[src/hw/rtl/tkh_pkg.sv]
// shared types and constants of the top-k tracker
package tkh_pkg;

	localparam int DATA_W = 32;
	localparam int KEEP_W = 5;
	localparam int APB_W  = 32;

	localparam logic [KEEP_W-1:0] KEEP_RESET = 5'd16;

	localparam logic OP_INSERT = 1'b0;
	localparam logic OP_CHECK  = 1'b1;

	localparam logic KIND_ACK  = 1'b0;
	localparam logic KIND_LIST = 1'b1;

	localparam logic REG_KEEP_COUNT = 1'b0;

	typedef enum logic [1:0] {
		ST_IDLE = 2'b01,
		ST_LIST = 2'b10
	} state_t;

	typedef struct packed {
		logic                     ins;
		logic                     rot;
		logic signed [DATA_W-1:0] v;
	} cell_ctrl_t;

endpackage

[src/hw/rtl/tkh_cell.sv]
// one cell of the descending sorted chain
module tkh_cell (
	input  logic                             clk,
	input  tkh_pkg::cell_ctrl_t              ctrl,
	input  logic                             valid,
	input  logic                             tail,
	input  logic                             prev_ge,
	input  logic signed [tkh_pkg::DATA_W-1:0] prev_val,
	input  logic signed [tkh_pkg::DATA_W-1:0] next_val,
	input  logic signed [tkh_pkg::DATA_W-1:0] head_val,
	output logic signed [tkh_pkg::DATA_W-1:0] val,
	output logic                             ge
);
	import tkh_pkg::*;

	logic signed [DATA_W-1:0] val_q;
	logic signed [DATA_W-1:0] ins_val;

	// a valid cell keeps its value while it is at least the new one
	assign ge = valid && (val_q >= ctrl.v);

	always_comb begin
		if (ge) begin
			ins_val = val_q;
		end else if (prev_ge) begin
			ins_val = ctrl.v;
		end else begin
			ins_val = prev_val;
		end
	end

	always_ff @(posedge clk) begin
		if (ctrl.ins) begin
			val_q <= ins_val;
		end else if (ctrl.rot) begin
			// rotate toward the head, head value wraps to the last valid cell
			val_q <= tail ? head_val : next_val;
		end
	end

	assign val = val_q;

endmodule

[src/hw/rtl/top_k_min_heap_tracker_top.sv]
// top level of the top-k tracker: cell chain, sequencer and register port
// insert: result strobe in the next cycle, busy stays low, one insert per cycle while not busy
// check of n kept values: busy while listing, results one per cycle after the sequencer
//   state and result register, set by the chain rotating one position per cycle past cell 0
// check on an empty store: one result in the next cycle, busy stays low
// reset clears the kept count, the sequencer and the strobe; keep_count resets to 16
module top_k_min_heap_tracker_top #(
	parameter int CAPACITY = 16
) (
	input  logic                              clk,
	input  logic                              arst_n,
	// request channel
	input  logic                              start,
	output logic                              busy,
	input  logic                              op,
	input  logic signed [tkh_pkg::DATA_W-1:0] value,
	// result channel
	output logic                              result_valid,
	output logic                              kind,
	output logic                              accepted,
	output logic signed [tkh_pkg::DATA_W-1:0] listed_value,
	output logic                              empty_res,
	output logic                              last,
	// register port
	input  logic                              psel,
	input  logic                              penable,
	input  logic                              pwrite,
	input  logic [2:0]                        paddr,
	input  logic [tkh_pkg::APB_W-1:0]         pwdata,
	output logic [tkh_pkg::APB_W-1:0]         prdata,
	output logic                              pready
);
	import tkh_pkg::*;

	localparam int CW = $clog2(CAPACITY + 1);

	// register file
	logic [KEEP_W-1:0] keep_count_q;
	logic              reg_wr;
	logic [CW-1:0]     k_eff;

	// chain
	cell_ctrl_t               ctrl;
	logic signed [DATA_W-1:0] val_v [CAPACITY];
	logic [CAPACITY-1:0]      ge_v;
	logic [CAPACITY-1:0]      valid_v;
	logic [CAPACITY-1:0]      tail_v;

	// sequencer
	state_t        state_q;
	logic [CW-1:0] count_q;
	logic [CW-1:0] idx_q;
	logic          is_ins;
	logic          is_chk;
	logic          room;
	logic          drop_ok;
	logic          ins_ok;
	logic          list_last;

	// result register
	logic                     res_valid_q;
	logic                     kind_q;
	logic                     accepted_q;
	logic signed [DATA_W-1:0] listed_q;
	logic                     empty_q;
	logic                     last_q;

	// register port, word index in paddr[2]
	assign pready = 1'b1;
	assign reg_wr = psel && penable && pwrite && (paddr[2] == REG_KEEP_COUNT);
	assign prdata = (paddr[2] == REG_KEEP_COUNT) ? APB_W'(keep_count_q) : '0;

	always_ff @(posedge clk or negedge arst_n) begin
		if (!arst_n) begin
			keep_count_q <= KEEP_RESET;
		end else if (reg_wr) begin
			keep_count_q <= pwdata[KEEP_W-1:0];
		end
	end

	// zero acts as one, anything above capacity acts as capacity
	always_comb begin
		if (keep_count_q == '0) begin
			k_eff = CW'(1);
		end else if (32'(keep_count_q) > CAPACITY) begin
			k_eff = CW'(CAPACITY);
		end else begin
			k_eff = CW'(keep_count_q);
		end
	end

	// request decode
	assign busy   = (state_q == ST_LIST);
	assign is_ins = start && !busy && (op == OP_INSERT);
	assign is_chk = start && !busy && (op == OP_CHECK);

	// cell 0 is the largest; the store is full once count reaches k, and a full
	// store takes the value only if some kept value is strictly below it
	assign room      = (count_q < k_eff);
	assign drop_ok   = |(valid_v & ~ge_v);
	assign ins_ok    = room || drop_ok;
	assign list_last = (idx_q == count_q - CW'(1));

	assign ctrl.ins = is_ins && ins_ok;
	assign ctrl.rot = busy;
	assign ctrl.v   = value;

	for (genvar i = 0; i < CAPACITY; i++) begin : g_cell
		logic                     prev_ge;
		logic signed [DATA_W-1:0] prev_val;
		logic signed [DATA_W-1:0] next_val;

		assign valid_v[i] = (CW'(i) < count_q);
		assign tail_v[i]  = (count_q == CW'(i + 1));

		if (i == 0) begin : g_head
			assign prev_ge  = 1'b1;
			assign prev_val = val_v[0];
		end else begin : g_body
			assign prev_ge  = ge_v[i-1];
			assign prev_val = val_v[i-1];
		end

		if (i == CAPACITY - 1) begin : g_end
			assign next_val = val_v[0];
		end else begin : g_mid
			assign next_val = val_v[i+1];
		end

		tkh_cell u_cell (
			.clk      (clk),
			.ctrl     (ctrl),
			.valid    (valid_v[i]),
			.tail     (tail_v[i]),
			.prev_ge  (prev_ge),
			.prev_val (prev_val),
			.next_val (next_val),
			.head_val (val_v[0]),
			.val      (val_v[i]),
			.ge       (ge_v[i])
		);
	end

	// sequencer: a check of a non-empty store walks the n kept values while the chain
	// rotates once around, leaving the store as it was
	always_ff @(posedge clk or negedge arst_n) begin
		if (!arst_n) begin
			state_q <= ST_IDLE;
			count_q <= '0;
			idx_q   <= '0;
		end else begin
			case (state_q)
				ST_IDLE: begin
					if (ctrl.ins && room) begin
						count_q <= count_q + CW'(1);
					end
					if (is_chk && (count_q != '0)) begin
						state_q <= ST_LIST;
						idx_q   <= '0;
					end
				end
				ST_LIST: begin
					idx_q <= idx_q + CW'(1);
					if (list_last) begin
						state_q <= ST_IDLE;
					end
				end
				default: begin
					state_q <= ST_IDLE;
				end
			endcase
		end
	end

	// result strobe
	always_ff @(posedge clk or negedge arst_n) begin
		if (!arst_n) begin
			res_valid_q <= 1'b0;
		end else begin
			res_valid_q <= is_ins || (is_chk && (count_q == '0)) || busy;
		end
	end

	// result payload
	always_ff @(posedge clk) begin
		if (busy) begin
			kind_q     <= KIND_LIST;
			accepted_q <= 1'b0;
			listed_q   <= val_v[0];
			empty_q    <= 1'b0;
			last_q     <= list_last;
		end else if (is_ins) begin
			kind_q     <= KIND_ACK;
			accepted_q <= ins_ok;
			listed_q   <= '0;
			empty_q    <= 1'b0;
			last_q     <= 1'b1;
		end else begin
			// empty check
			kind_q     <= KIND_LIST;
			accepted_q <= 1'b0;
			listed_q   <= '0;
			empty_q    <= 1'b1;
			last_q     <= 1'b1;
		end
	end

	assign result_valid = res_valid_q;
	assign kind         = kind_q;
	assign accepted     = accepted_q;
	assign listed_value = listed_q;
	assign empty_res    = empty_q;
	assign last         = last_q;

endmodule

[config.mk]
export PLATFORM = sky130hd
export DESIGN_NAME = top_k_min_heap_tracker_top
export DESIGN_NICKNAME = d
export VERILOG_FILES = /design/src/hw/rtl/tkh_pkg.sv /design/src/hw/rtl/tkh_cell.sv /design/src/hw/rtl/top_k_min_heap_tracker_top.sv
export SDC_FILE = /design/constraint.sdc
export NUM_CORES = 2
export LEC_CHECK = 0
export BUFFER_PORTS_ARGS = -buffer_cell sky130_fd_sc_hd__buf_2
export CAP_MARGIN = 10
export CORE_AREA = 4 4 273 275
export DETAILED_ROUTE_END_ITERATION = 6
export DIE_AREA = 0 0 277 279
export GPL_TIMING_DRIVEN = 0
export HOLD_SLACK_MARGIN = 0.1
export PLACE_DENSITY = 0.81
export SETUP_SLACK_MARGIN = 0.15
export SLEW_MARGIN = 20
export SYNTH_ARGS = -nofsm -noshare
export SYNTH_HDL_FRONTEND = slang
export SYNTH_SLANG_ARGS = --single-unit
[constraint.sdc]
create_clock -name clk -period 6.3 [get_ports clk]
set_input_delay 0.63 -clock clk [delete_from_list [all_inputs] [get_ports clk]]
set_output_delay 0.63 -clock clk [all_outputs]
set_load 0.05 [all_outputs]
==> flow_summary.ini <==
[grt]
grt_antenna_before_repair = 3
grt_start_max_net_pins = 33
grtUsageTotal_pct = 37.2
overflow = 0
first_global_vias = 36300
grt_pass1_wl_um = 220000

[worst_setup_path]
cp.depth = 17
cp_top_family = buffers and inverters
cpMaxStageDelayCell = ha_1
worstPathArrival_ps = 6460
worstSetupPathType = in -> reg
cp_data_required_time_ps = 6680
cp-start-kind = input pin
crit_path_end_kind = register
ff2ff_path_depth = 15
cp_max_fo = 21
slowest_delay_ps = 580
crit_chain = buf_2, clkinvlp_4, ha_1, nand4_1, nor4_1, a21bo_1, o211ai_1, a2111oi_2, mux2i_2, o2111a_1, nand4_1, buf_4, o21ai_2, buf_2, buf_4, o21ai_4, buf_16
critPathBufInv = 6

[die]
initial_core_util_pct = 63.5
num_io_pins = 145
row_count = 99
core_region_area_um2 = 72300
die_w_um = 277
die_area_um2 = 77300
fp.dieH_um = 279

[clock_network]
root_buffer = clkbuf_16
clock_latency_ps = 630
cts.clk_slew.worst_paths_ps = 50
htree_levels = 3
numCtsBuffers = 69
cts_num_sinks = 566
cts_tree = built
cts_buffer_depth = 3

[yosys]
synth-edff-count = 512
yosys_warnings = 0
synth_area_leader_cell = edfxtp_1
synth_area_leaders = edfxtp_1, mux2i_1, ha_1
synthFlopType = edfxtp_1
synthDistinctLibCells = 77
syn_area_um2 = 45900
ys_seq_area_share_pct = 36.0
syn_area_per_cell_um2 = 10.9
ys_ff_latch = 566
async_reset_ff_share_pct = 3.18
synthCells = 4202
yosysTopAreaCellShare_pct = 33.5

[finish]
multi_input_area_um2 = 27800
final_cell_mix = mux2i_1, ha_1, edfxtp_1
seq_area_um2 = 16500
fin_cells = 5415
drive_gt1_share_pct = 9.31
layout_commonest_cell = mux2i_1
nets = 4997
area_delta_synth_final_pct = 9.78
design_area_um2 = 50400
n_fill_cell = 5540
diodes = 0

[place]
dpl_cell_area_um2 = 48100
place_inst = 5285
gp_congestion = 1.03
dp_hpwl_um = 121000
io_buffers = 87

[drt]
drtAntennaViolNets = 0
vias_per_cell = 6.88
drt_iter0_drc = 4408
vias = 37300
remaining_drc_errors = 0
wl_um = 150000
routedWlPerCell_um = 27.7
dr.pass1.iters = 6

[sta]
finalHoldViolCount = 0
tightest_slew_ps = 1160
skew_ps = 30.1
setup_viol = 0
fmax_mhz = 164
post-route-period-util_pct = 96.6
rsz0062_at_grt = no
period_needed_ps = 6080
slew_viol_final = 0
maxSlewHeadroom_pct = 21.9

[power]
p_per_area_nw_per_um2 = 422
ir_drop_uv = 332
p_leak_nw = 21.0

[job]
drv_cap = 0

[run_status]
outcome = complete, no violations

[min_path]
hp-class = in -> reg
holdPathStages = 2
==> kinds of logic after synthesis <==
group | Yosys count | synth area share [%]
AO/OA/AOI/OAI | 757 | 10.3
XOR/XNOR | 19 | 0.362
adder cells (fa/ha/maj) | 522 | 14.2
flip-flops | 566 | 36.0
AND/OR/NAND/NOR | 656 | 7.16
buffers and inverters | 417 | 4.08
other | 2 | 0.0164
multiplexers | 1263 | 27.8
==> worst reg2reg max path, delay by kind of cell (launching register included) <==
| family | cells | cell delay, ps |
|---|---|---|
| muxes | 1 | 470 |
| AOI/OAI and AO/OA | 3 | 1060 |
| DFF | 1 | 500 |
| adders and majority gates | 1 | 410 |
| buffers and inverters | 4 | 1250 |
| and+or+nand+nor | 6 | 1680 |
==> metrics by stage <==
| stage | util [%] | hold slack, ps | worst slack, ps | setup TNS [ps] | power (mW) |
|---|---|---|---|---|---|
| finish | 69.7 | 259 | 215 | 0 | 21.3 |
| global route | 69.7 | 269 | 190 | 0 | 22.2 |
| CTS | 69.6 | 247 | 38.6 | 0 | 20.9 |
| detailed placement | 66.4 | 546 | -1060 | -634130 | 16.8 |
| global placement | 65.9 | 542 | -3440 | -1332940 | 16.3 |
| floorplan | - | 334 | -33.0 | -9480 | 13.7 |
==> final timing paths <==
path                                          start                       end  slack [ps]
min                                       pwdata[4]           keep_count_q[4]         260
min reg2reg                         keep_count_q[0]           keep_count_q[0]         550
min in group asynchronous                    arst_n                  idx_q[4]         470
max reg2reg                g_cell[2].u_cell.val[31]  g_cell[15].u_cell.val[5]         660
max                                       value[15]  g_cell[15].u_cell.val[5]         220
max in group asynchronous                    arst_n                state_q[0]        5490
==> flip-flops by register name, summed over array words and instances (netlist names) <==
| name | flops |
|---|---|
| result_valid | 1 |
| last | 1 |
| state_q | 2 |
| kind | 1 |
| accepted | 1 |
| count_q | 5 |
| empty_res | 1 |
| keep_count_q | 5 |
| listed_value | 32 |
| g_cell.u_cell.val | 512 |
| idx_q | 5 |
==> cells in the mapped netlist, types with 10 or more instances <==
master,count
mux2i_1,1162
ha_1,522
edfxtp_1,512
a21oi_1,389
clkbuf_1,221
nor2_1,191
nand2_1,119
nand4_1,97
inv_1,73
buf_4,70
o21ai_0,69
mux2_2,68
a21o_1,62
a211oi_1,55
nor3_1,55
nand3_1,49
a221oi_1,42
dfxtp_1,36
and2_1,35
mux2_1,33
o211a_1,32
nor2b_1,26
and4_1,22
clkbuf_2,19
o211ai_1,18
buf_2,16
dfrtp_1,16
buf_1,15
and3_1,14
a21boi_0,12
nand2b_1,12
nor4_1,12
o21a_1,11
xnor2_1,10
==> power breakdown <==
part           internal (mW)  total [mW]  switching (mW)
Sequential              5.74        6.67           0.926
Clock                   2.34        4.06            1.72
Combinational           4.07        10.5            6.48
Total                   12.2        21.3            9.12
==> timing repair <==
| action | 4_1_cts | 5_1_grt |
|---|---|---|
| pin swaps | 0 | 1 |
| setup endpoints to repair | 588 | 748 |
| setup buffers | 0 | 3 |
| hold buffers | 1 | 0 |
| hold endpoints to repair | 16 | 0 |
| resized for setup | 15 | 8 |
==> final cells by class <==
cell class / instances / area share (%)
Clock inverter: 23 / 0.459
Buffer: 341 / 3.15
Tap cell: 959 / 2.38
Clock buffer: 103 / 3.92
Sequential cell: 566 / 32.8
Timing Repair Buffer: 102 / 1.47
Multi-Input combinational cell: 3245 / 55.1
Inverter: 76 / 0.633
==> per-layer routing <==
metal	global-route usage [%]	vias to the layer above	share of wire, %
li1	-	16500	-
met1	48.8	18200	39
met2	60.3	2173	45
met3	5.66	409	9.5
met4	19.2	2	5.8
met5	0	-	0.012
Power figures use the tool's default switching activity.
